### src/sv/snd_pkg.sv
// snd_pkg: constants and types shared by the nested sha-1 digest unit
// no dependencies
package snd_pkg;
    localparam logic [31:0] IV0 = 32'h67452301;
    localparam logic [31:0] IV1 = 32'hEFCDAB89;
    localparam logic [31:0] IV2 = 32'h98BADCFE;
    localparam logic [31:0] IV3 = 32'h10325476;
    localparam logic [31:0] IV4 = 32'hC3D2E1F0;

    typedef struct packed {
        logic [7:0] data_byte;
        logic       byte_present;
        logic       last_byte;
    } snd_in_t;

    typedef struct packed {
        logic [63:0] digest_upper;
        logic [63:0] digest_lower;
    } snd_out_t;

    function automatic logic [31:0] round_k(input logic [6:0] t);
        logic [31:0] k;
        if (t < 7'd20)      k = 32'h5A827999;
        else if (t < 7'd40) k = 32'h6ED9EBA1;
        else if (t < 7'd60) k = 32'h8F1BBCDC;
        else                k = 32'hCA62C1D6;
        return k;
    endfunction

    function automatic logic [31:0] round_f(input logic [6:0] t,
                                            input logic [31:0] b,
                                            input logic [31:0] c,
                                            input logic [31:0] d);
        logic [31:0] f;
        if (t < 7'd20)      f = (b & c) | (~b & d);
        else if (t < 7'd40) f = b ^ c ^ d;
        else if (t < 7'd60) f = (b & c) | (b & d) | (c & d);
        else                f = b ^ c ^ d;
        return f;
    endfunction
endpackage

### src/sv/snd_if.sv
// snd_in_if / snd_out_if: valid-ready channels of the digest unit
// depends on snd_pkg
interface snd_in_if;
    logic              valid;
    logic              ready;
    snd_pkg::snd_in_t  payload;
    modport source (output valid, output payload, input ready);
    modport sink (input valid, input payload, output ready);
endinterface

interface snd_out_if;
    logic              valid;
    logic              ready;
    snd_pkg::snd_out_t payload;
    modport source (output valid, output payload, input ready);
    modport sink (input valid, input payload, output ready);
endinterface

### src/sv/sha1_nested_digest_unit.sv
// sha1_nested_digest_unit: byte-fed sha-1, then a second sha-1 over a block
// built from the first digest; depends on snd_pkg and snd_if.sv
//
// One message byte per input transfer. A byte that does not close a 64-byte
// block only goes into the block buffer; a byte that closes one starts a
// compression in the single shared round unit (one sha-1 round a cycle over
// a 16-word rolling schedule in ST_ROUND, then an add into the chain in
// ST_ADD). An item with last_byte runs padding (pad bytes one by one in
// ST_PAD, plus one or two more compressions), builds the second block in
// ST_BUILD and compresses it twice (ST_FEED and the data block, ST_PAD and
// the pad block), with any wait in ST_OUT for the output register to empty.
// The result sits in an output register; the next message may start while it
// waits to be taken. No clearing pass after reset.
module sha1_nested_digest_unit #(
    parameter int LENGTH_COUNTER_BITS = 64
) (
    input  logic       clk,
    input  logic       rst_n,
    snd_in_if.sink     in_ch,
    snd_out_if.source  out_ch
);
    import snd_pkg::*;

    typedef enum logic [7:0] {
        ST_IDLE  = 8'b0000_0001,
        ST_ROUND = 8'b0000_0010,
        ST_ADD   = 8'b0000_0100,
        ST_PAD   = 8'b0000_1000,
        ST_BUILD = 8'b0001_0000,
        ST_FEED  = 8'b0010_0000,
        ST_OUT   = 8'b0100_0000,
        ST_WAIT  = 8'b1000_0000
    } state_t;

    state_t      state_reg;
    logic [31:0] h_reg [5];
    logic [31:0] w_reg [16];
    logic [31:0] a_reg, b_reg, c_reg, d_reg, e_reg;
    logic [LENGTH_COUNTER_BITS-1:0] len_reg;
    logic [LENGTH_COUNTER_BITS-1:0] len_inc;
    logic [63:0] pad_len_reg;
    logic [5:0]  fill_reg;
    logic [6:0]  round_reg;
    logic        second_reg;
    logic        finishing_reg;   // padding phase in progress
    logic        pad_first_reg;   // 0x80 byte still to go
    logic        pad_wrap_reg;    // 0x80 landed past byte 55, length goes in next block
    logic [5:0]  feed_reg;
    logic [7:0]  blk_reg [32];    // built block, upper half zero
    logic        out_valid_reg;
    snd_out_t    out_reg;

    // byte to absorb this cycle
    logic [7:0]  ab_byte;
    logic        ab_en;
    logic [3:0]  ab_word;
    logic [1:0]  ab_lane;
    logic [5:0]  len_idx;

    assign ab_word = fill_reg[5:2];
    assign ab_lane = fill_reg[1:0];
    assign len_idx = fill_reg - 6'd56;
    assign len_inc = len_reg + LENGTH_COUNTER_BITS'(8);

    always_comb
    begin
        ab_en   = 1'b0;
        ab_byte = 8'h00;
        unique case (state_reg)
            ST_IDLE:
            begin
                ab_en   = in_ch.valid && in_ch.payload.byte_present;
                ab_byte = in_ch.payload.data_byte;
            end
            ST_PAD:
            begin
                ab_en = 1'b1;
                if (pad_first_reg)
                    ab_byte = 8'h80;
                else if (fill_reg >= 6'd56 && !pad_wrap_reg)
                    ab_byte = pad_len_reg[8*(7-len_idx[2:0]) +: 8];
                else
                    ab_byte = 8'h00;
            end
            ST_FEED:
            begin
                ab_en   = 1'b1;
                ab_byte = feed_reg[5] ? 8'h00 : blk_reg[feed_reg[4:0]];
            end
            default:
            begin
                ab_en   = 1'b0;
                ab_byte = 8'h00;
            end
        endcase
    end

    assign in_ch.ready  = (state_reg == ST_IDLE);
    assign out_ch.valid = out_valid_reg;
    assign out_ch.payload = out_reg;

    // shared round unit
    logic [31:0] w_new, tmp;
    assign w_new = {w_reg[13] ^ w_reg[8] ^ w_reg[2] ^ w_reg[0]} << 1
                 | {w_reg[13] ^ w_reg[8] ^ w_reg[2] ^ w_reg[0]} >> 31;
    assign tmp = {a_reg[26:0], a_reg[31:27]} + round_f(round_reg, b_reg, c_reg, d_reg)
               + e_reg + round_k(round_reg) + w_reg[0];

    // digest bytes of the first pass
    logic [7:0] dg [20];
    always_comb
    begin
        for (int i = 0; i < 20; i++)
            dg[i] = h_reg[i/4][8*(3-(i%4)) +: 8];
    end

    always_ff @(posedge clk or negedge rst_n)
    begin
        if (!rst_n)
        begin
            state_reg     <= ST_IDLE;
            h_reg[0] <= IV0; h_reg[1] <= IV1; h_reg[2] <= IV2;
            h_reg[3] <= IV3; h_reg[4] <= IV4;
            for (int i = 0; i < 16; i++)
                w_reg[i] <= '0;
            for (int i = 0; i < 32; i++)
                blk_reg[i] <= '0;
            a_reg <= '0; b_reg <= '0; c_reg <= '0; d_reg <= '0; e_reg <= '0;
            len_reg       <= '0;
            pad_len_reg   <= '0;
            fill_reg      <= '0;
            round_reg     <= '0;
            second_reg    <= 1'b0;
            finishing_reg <= 1'b0;
            pad_first_reg <= 1'b0;
            pad_wrap_reg  <= 1'b0;
            feed_reg      <= '0;
            out_valid_reg <= 1'b0;
            out_reg       <= '0;
        end
        else
        begin
            if (out_ch.valid && out_ch.ready && state_reg != ST_OUT)
                out_valid_reg <= 1'b0;

            // byte into the block buffer
            if (ab_en)
            begin
                if (ab_lane == 2'd0)
                    w_reg[ab_word] <= {ab_byte, 24'h0};
                else
                    w_reg[ab_word][8*(3-ab_lane) +: 8] <= ab_byte;
                fill_reg <= fill_reg + 6'd1;
            end

            unique case (state_reg)
                ST_IDLE:
                begin
                    if (in_ch.valid)
                    begin
                        if (in_ch.payload.byte_present)
                            len_reg <= len_inc;
                        finishing_reg <= in_ch.payload.last_byte;
                        pad_first_reg <= 1'b1;
                        pad_len_reg   <= in_ch.payload.byte_present ? 64'(len_inc)
                                                                    : 64'(len_reg);
                        if (ab_en && fill_reg == 6'd63)
                            state_reg <= ST_ROUND;
                        else if (in_ch.payload.last_byte)
                            state_reg <= ST_PAD;
                    end
                    a_reg <= h_reg[0]; b_reg <= h_reg[1]; c_reg <= h_reg[2];
                    d_reg <= h_reg[3]; e_reg <= h_reg[4];
                    round_reg <= '0;
                end
                ST_ROUND:
                begin
                    e_reg <= d_reg; d_reg <= c_reg;
                    c_reg <= {b_reg[1:0], b_reg[31:2]};
                    b_reg <= a_reg; a_reg <= tmp;
                    for (int i = 0; i < 15; i++)
                        w_reg[i] <= w_reg[i+1];
                    w_reg[15] <= w_new;
                    if (round_reg == 7'd79)
                    begin
                        round_reg <= '0;
                        state_reg <= ST_ADD;
                    end
                    else
                        round_reg <= round_reg + 7'd1;
                end
                ST_ADD:
                begin
                    h_reg[0] <= h_reg[0] + a_reg; h_reg[1] <= h_reg[1] + b_reg;
                    h_reg[2] <= h_reg[2] + c_reg; h_reg[3] <= h_reg[3] + d_reg;
                    h_reg[4] <= h_reg[4] + e_reg;
                    if (!finishing_reg)
                        state_reg <= ST_IDLE;
                    else if (pad_first_reg)
                        state_reg <= ST_PAD;
                    else if (pad_wrap_reg)
                    begin
                        // length block still to go
                        pad_wrap_reg <= 1'b0;
                        state_reg    <= ST_PAD;
                    end
                    else
                        state_reg <= second_reg ? ST_OUT : ST_BUILD;
                end
                ST_PAD:
                begin
                    pad_first_reg <= 1'b0;
                    if (pad_first_reg && fill_reg >= 6'd56)
                        pad_wrap_reg <= 1'b1;
                    a_reg <= h_reg[0]; b_reg <= h_reg[1]; c_reg <= h_reg[2];
                    d_reg <= h_reg[3]; e_reg <= h_reg[4];
                    if (fill_reg == 6'd63)
                        state_reg <= ST_ROUND;
                end
                ST_BUILD:
                begin
                    for (int i = 0; i < 8; i++)
                    begin
                        blk_reg[i]    <= dg[4+i];
                        blk_reg[8+i]  <= dg[4+i];
                    end
                    for (int i = 0; i < 4; i++)
                    begin
                        blk_reg[16+i] <= dg[12+i];
                        blk_reg[24+i] <= dg[12+i];
                    end
                    blk_reg[20] <= dg[16]; blk_reg[28] <= dg[16];
                    for (int i = 0; i < 3; i++)
                    begin
                        blk_reg[21+i] <= dg[1+i];
                        blk_reg[29+i] <= dg[1+i];
                    end
                    h_reg[0] <= IV0; h_reg[1] <= IV1; h_reg[2] <= IV2;
                    h_reg[3] <= IV3; h_reg[4] <= IV4;
                    second_reg    <= 1'b1;
                    pad_first_reg <= 1'b1;
                    pad_len_reg   <= 64'd512;
                    feed_reg      <= '0;
                    state_reg     <= ST_FEED;
                end
                ST_FEED:
                begin
                    // counter wraps to zero after the last byte
                    feed_reg <= feed_reg + 6'd1;
                    a_reg <= h_reg[0]; b_reg <= h_reg[1]; c_reg <= h_reg[2];
                    d_reg <= h_reg[3]; e_reg <= h_reg[4];
                    if (feed_reg == 6'd63)
                        state_reg <= ST_ROUND;
                end
                ST_OUT:
                begin
                    if (!out_valid_reg || out_ch.ready)
                    begin
                        out_reg.digest_upper <= {h_reg[0], h_reg[1]};
                        out_reg.digest_lower <= {h_reg[2], h_reg[3]};
                        out_valid_reg <= 1'b1;
                        h_reg[0] <= IV0; h_reg[1] <= IV1; h_reg[2] <= IV2;
                        h_reg[3] <= IV3; h_reg[4] <= IV4;
                        len_reg       <= '0;
                        second_reg    <= 1'b0;
                        finishing_reg <= 1'b0;
                        state_reg     <= ST_IDLE;
                    end
                end
                default:
                    state_reg <= ST_IDLE;
            endcase
        end
    end
endmodule
### src/flat_wrapper.sv
// flat-port wrapper written by rule: the top's interface ports become plain ports
module sha1_nested_digest_unit_flat import snd_pkg::*;
#(
    parameter int LENGTH_COUNTER_BITS = 64
)
  (clk, rst_n, in_ch_valid, in_ch_payload, in_ch_ready, out_ch_valid, out_ch_payload, out_ch_ready);
  snd_in_if in_ch_i ();
  snd_out_if out_ch_i ();
  input  logic clk;
  input  logic rst_n;
  input wire logic [$bits(in_ch_i.valid)-1:0] in_ch_valid;
  input wire logic [$bits(in_ch_i.payload)-1:0] in_ch_payload;
  output wire logic [$bits(in_ch_i.ready)-1:0] in_ch_ready;
  output wire logic [$bits(out_ch_i.valid)-1:0] out_ch_valid;
  output wire logic [$bits(out_ch_i.payload)-1:0] out_ch_payload;
  input wire logic [$bits(out_ch_i.ready)-1:0] out_ch_ready;
  assign in_ch_i.valid = in_ch_valid;
  assign in_ch_i.payload = in_ch_payload;
  assign in_ch_ready = in_ch_i.ready;
  assign out_ch_valid = out_ch_i.valid;
  assign out_ch_payload = out_ch_i.payload;
  assign out_ch_i.ready = out_ch_ready;
  sha1_nested_digest_unit #(.LENGTH_COUNTER_BITS(LENGTH_COUNTER_BITS)) u_core (.clk(clk), .rst_n(rst_n), .in_ch(in_ch_i), .out_ch(out_ch_i));
endmodule
### config.mk
export PLATFORM = sky130hd
export DESIGN_NAME = sha1_nested_digest_unit_flat
export DESIGN_NICKNAME = d
export VERILOG_FILES = /design/src/sv/snd_pkg.sv /design/src/sv/snd_if.sv /design/src/sv/sha1_nested_digest_unit.sv /design/src/flat_wrapper.sv
export SDC_FILE = /design/constraint.sdc
export NUM_CORES = 2
export LEC_CHECK = 0
export BUFFER_PORTS_ARGS = -buffer_cell sky130_fd_sc_hd__buf_2
export CAP_MARGIN = 20
export CORE_MARGIN = 3
export CORE_UTILIZATION = 58
export DETAILED_ROUTE_END_ITERATION = 10
export GPL_ROUTABILITY_DRIVEN = 1
export GPL_TIMING_DRIVEN = 0
export MAX_ROUTING_LAYER = met4
export PLACE_DENSITY_LB_ADDON = 0.08
export SYNTH_ARGS = -nofsm -noshare
export SYNTH_HDL_FRONTEND = slang
export SYNTH_SLANG_ARGS = --single-unit
### constraint.sdc
create_clock -name clk -period 8 [get_ports clk]
set_input_delay 1.6 -clock clk [delete_from_list [all_inputs] [get_ports clk]]
set_output_delay 1.6 -clock clk [all_outputs]
set_load 0.1 [all_outputs]
==> out/qor.yml <==
critPathBufInv: 6
dpl_cell_area_sq_um: 71500
die_x_um: 349
clock_latency_ns: 0.78
utilization_pct: 65.2
synth-edff-count: 0
synth-seq-cells: 1242
finalHoldViolCount: 0
holdPathStages: 2
hpwl_um: 184000
min_to: "u_core.blk_reg[102]"
power_mw: 38.3
r2r_start: "u_core.round_reg[4]"
yosys.area.top_type: "dfrtp_1"
power_density_nw_per_um2: 503
clock_skew_ns: 0.0291
clockBufferDepth: 3
rows: 125
setup_viol: 0
grt_usage_pct: 41.1
drcViolationCount: 0
routed_via_density: 6.50
cp_slowest_cell: "fa_1"
cp.depth: 26
cts_tree: "built"
hold_start: "u_core.blk_reg[102]"
critPathLaunch: "u_core.round_reg[4]"
worst_ep_required_time_ns: 8.63
fmaxAchievable_ghz: 0.133
rsz0062_at_grt: "no"
grt_start_max_net_pins: 170
cts_setup_buffers: 0
cts_sinks: 1242
peakVddDrop_mv: 0.531
yosysWarnings: 0
slew_headroom_pct: 17.7
period_share_pct: 94.0
cap_viol_max_count: 0
largest_register_ffs: 512
post-place-ws_ns: 0.327
critPathKind: "reg2reg"
fin_crit_ns: 7.52
cp-end-kind: "flip-flop"
syn-mean-instance-area_sq_um: 9.56
final_cell_area_sq_um: 76100
p_leak_nw: 33.6
die_area_sq_um: 122000
critPathTopFamily: "compound AO/OA/AOI/OAI gates"
vias: 59200
drive_above_1_share_pct: 11.4
grt_pass1_vias: 56400
synth_area_sq_um: 68400
status: "finished, final reports clean"
yosys-top-cells-area: "dfrtp_1 (42%), a22oi_1 (6.0%), nand2_1 (5.1%)"
clkSlewWorstSetupHoldPaths_ns: 0.06
start_util_pct: 58.6
rr_worst_depth: 26
nets: 7829
slowest_delay_ns: 0.55
synthesis.nets: 7523
seq_area_frac_synth_pct: 45.6
ant_nets: 0
drt_iter0_drc: 7328
boundaryPins: 144
r2r_end: "u_core.a_reg[30]"
cts_made_buffers: 138
h-tree-depth: 4
drt-wirelength-per-cell_um: 26.9
portBuffers: 143
synth_ff_type: "dfrtp_1"
hold_class: "reg2reg"
maxSlewViolCount: 0
crit_path_frequent_cell: "nor2_1"
setup_slack_ns: 0.481
arrival_ns: 8.15
start_kind: "flip-flop"
max_slew.worst_pin.slew_ns: 1.23
routed_wl_um: 245000
gp_congestion: 1.03
synthDistinctLibCells: 99
crit_fanout: 10
placeableCoreArea_sq_um: 117000
netlist.area_leader.share_pct: 42.5
synthCells: 7158
r2r_slack_ns: 0.48
drt_first_pass_iters: 7
tns_ns: 0
postSynth.asyncResetShare_pct: 100
cts-root-buf: "clkbuf_16"
antenna_found_initial: 9
syn_to_final_growth_pct: 11.2
grt_overflow: 0
grt_pass1_wl_um: 363000
die_h_um: 349
worst max-delay path by stage:
stage                         end  slack [ns]
6_report         u_core.a_reg[30]        0.48
5_1_grt          u_core.a_reg[30]        0.06
4_1_cts          u_core.a_reg[30]        0.31
3_5_place_dp     u_core.a_reg[30]        0.33
3_3_place_gp   u_core.len_reg[15]      -22.00
2_1_floorplan    u_core.a_reg[30]        2.17
synth_stat cells (10+ instances only):
master and instances:
a211oi_1 21, a21o_1 88, a21oi_1 636, a221oi_1 10
a22o_1 16, a22oi_1 551, a31oi_1 37, and2_1 39
and3_1 48, buf_1 24, buf_2 81, buf_4 26
buf_6 11, clkbuf_1 283, dfrtp_1 1161, dfstp_2 81
fa_1 124, ha_1 227, inv_1 202, mux2_2 129
mux2i_1 27, mux4_2 51, nand2_1 930, nand2b_1 22
nand3_1 136, nand4_1 23, nor2_1 817, nor2b_1 52
nor3_1 59, nor4_1 13, o211ai_1 14, o21a_1 28
o21ai_0 437, o21ai_1 23, o21ai_2 20, o21ai_4 29
o21bai_1 23, o22ai_1 61, o31ai_1 44, o32ai_1 24
or2_2 11, or3_1 10, xnor2_1 181, xor2_1 140
worst min-delay path: stages, from the launching register on:
cell	delay (ns)
dfrtp_1	0.33
nand2_1	0.05
nand2_1	0.06
final cells by class:
cell class	count	area [sq um]
fillers	9729	40600
diodes	12	30.0
multi-input cells	5280	34600
inverters	210	788
well taps	1524	1910
clock inverters	29	334
flip-flops and latches	1242	31200
clock buffers	219	4200
repair buffers	166	1190
plain buffers	426	1890
per-layer routing:
metal  share of wire [%]  track usage (%)  vias to the layer above
li1                    -                -                    26000
met1                  42             57.4                    29500
met2                  42             57.4                     3158
met3                  12             11.2                      515
met4                 4.0             15.3                        0
met5                   0                -                        -
per-stage QoR:
step / instances / hold slack [ns]
2_1_floorplan: 7158 / 0.435
3_3_place_gp: 8825 / 0.453
3_5_place_dp: 8846 / 0.458
4_1_cts: 9094 / 0.474
5_1_grt: 9106 / 0.482
6_report: 9108 / 0.473
layout by cell type (no fill, tap or decap), types with 52 or more instances in the layout:
cell type / count
dfstp_2: 81
nand3_1: 136
o21ai_0: 437
inv_1: 202
mux2_2: 129
ha_1: 227
buf_2: 224
nand2_1: 930
nor2_1: 817
a21o_1: 88
nor3_1: 59
o22ai_1: 61
clkbuf_1: 325
clkbuf_16: 144
xor2_1: 140
nor2b_1: 52
a22oi_1: 551
a21oi_1: 636
fa_1: 124
dfrtp_1: 1161
xnor2_1: 181
where the power goes:
| group | switching, mW | internal, mW | total, mW | leakage (nW) |
|---|---|---|---|---|
| Combinational | 12.4 | 8.01 | 20.4 | 15.8 |
| Clock | 2.70 | 3.76 | 6.46 | 2.22 |
| Sequential | 3.07 | 8.35 | 11.4 | 15.6 |
| Total | 18.1 | 20.1 | 38.3 | 33.6 |
kinds of logic (layout without fill, tap and decap cells):
logic type	Yosys count	in the layout	share of synthesized area (%)
other	0	12	0
buffers and inverters	636	1050	3.90
xor gates and xnor gates	321	321	4.11
muxes	207	207	4.20
DFF	1242	1242	45.6
and+or+nand+nor	2215	2215	13.7
AOI/OAI and AO/OA	2186	2186	20.7
adders and majority gates	351	351	7.78
what timing repair did:
action                                  4_1_cts  5_1_grt
endpoints found under the setup margin        0        3
hold buffers                                  0        0
gates resized for setup                       0        3
Note: power is estimated with default switching activity, not from simulation.
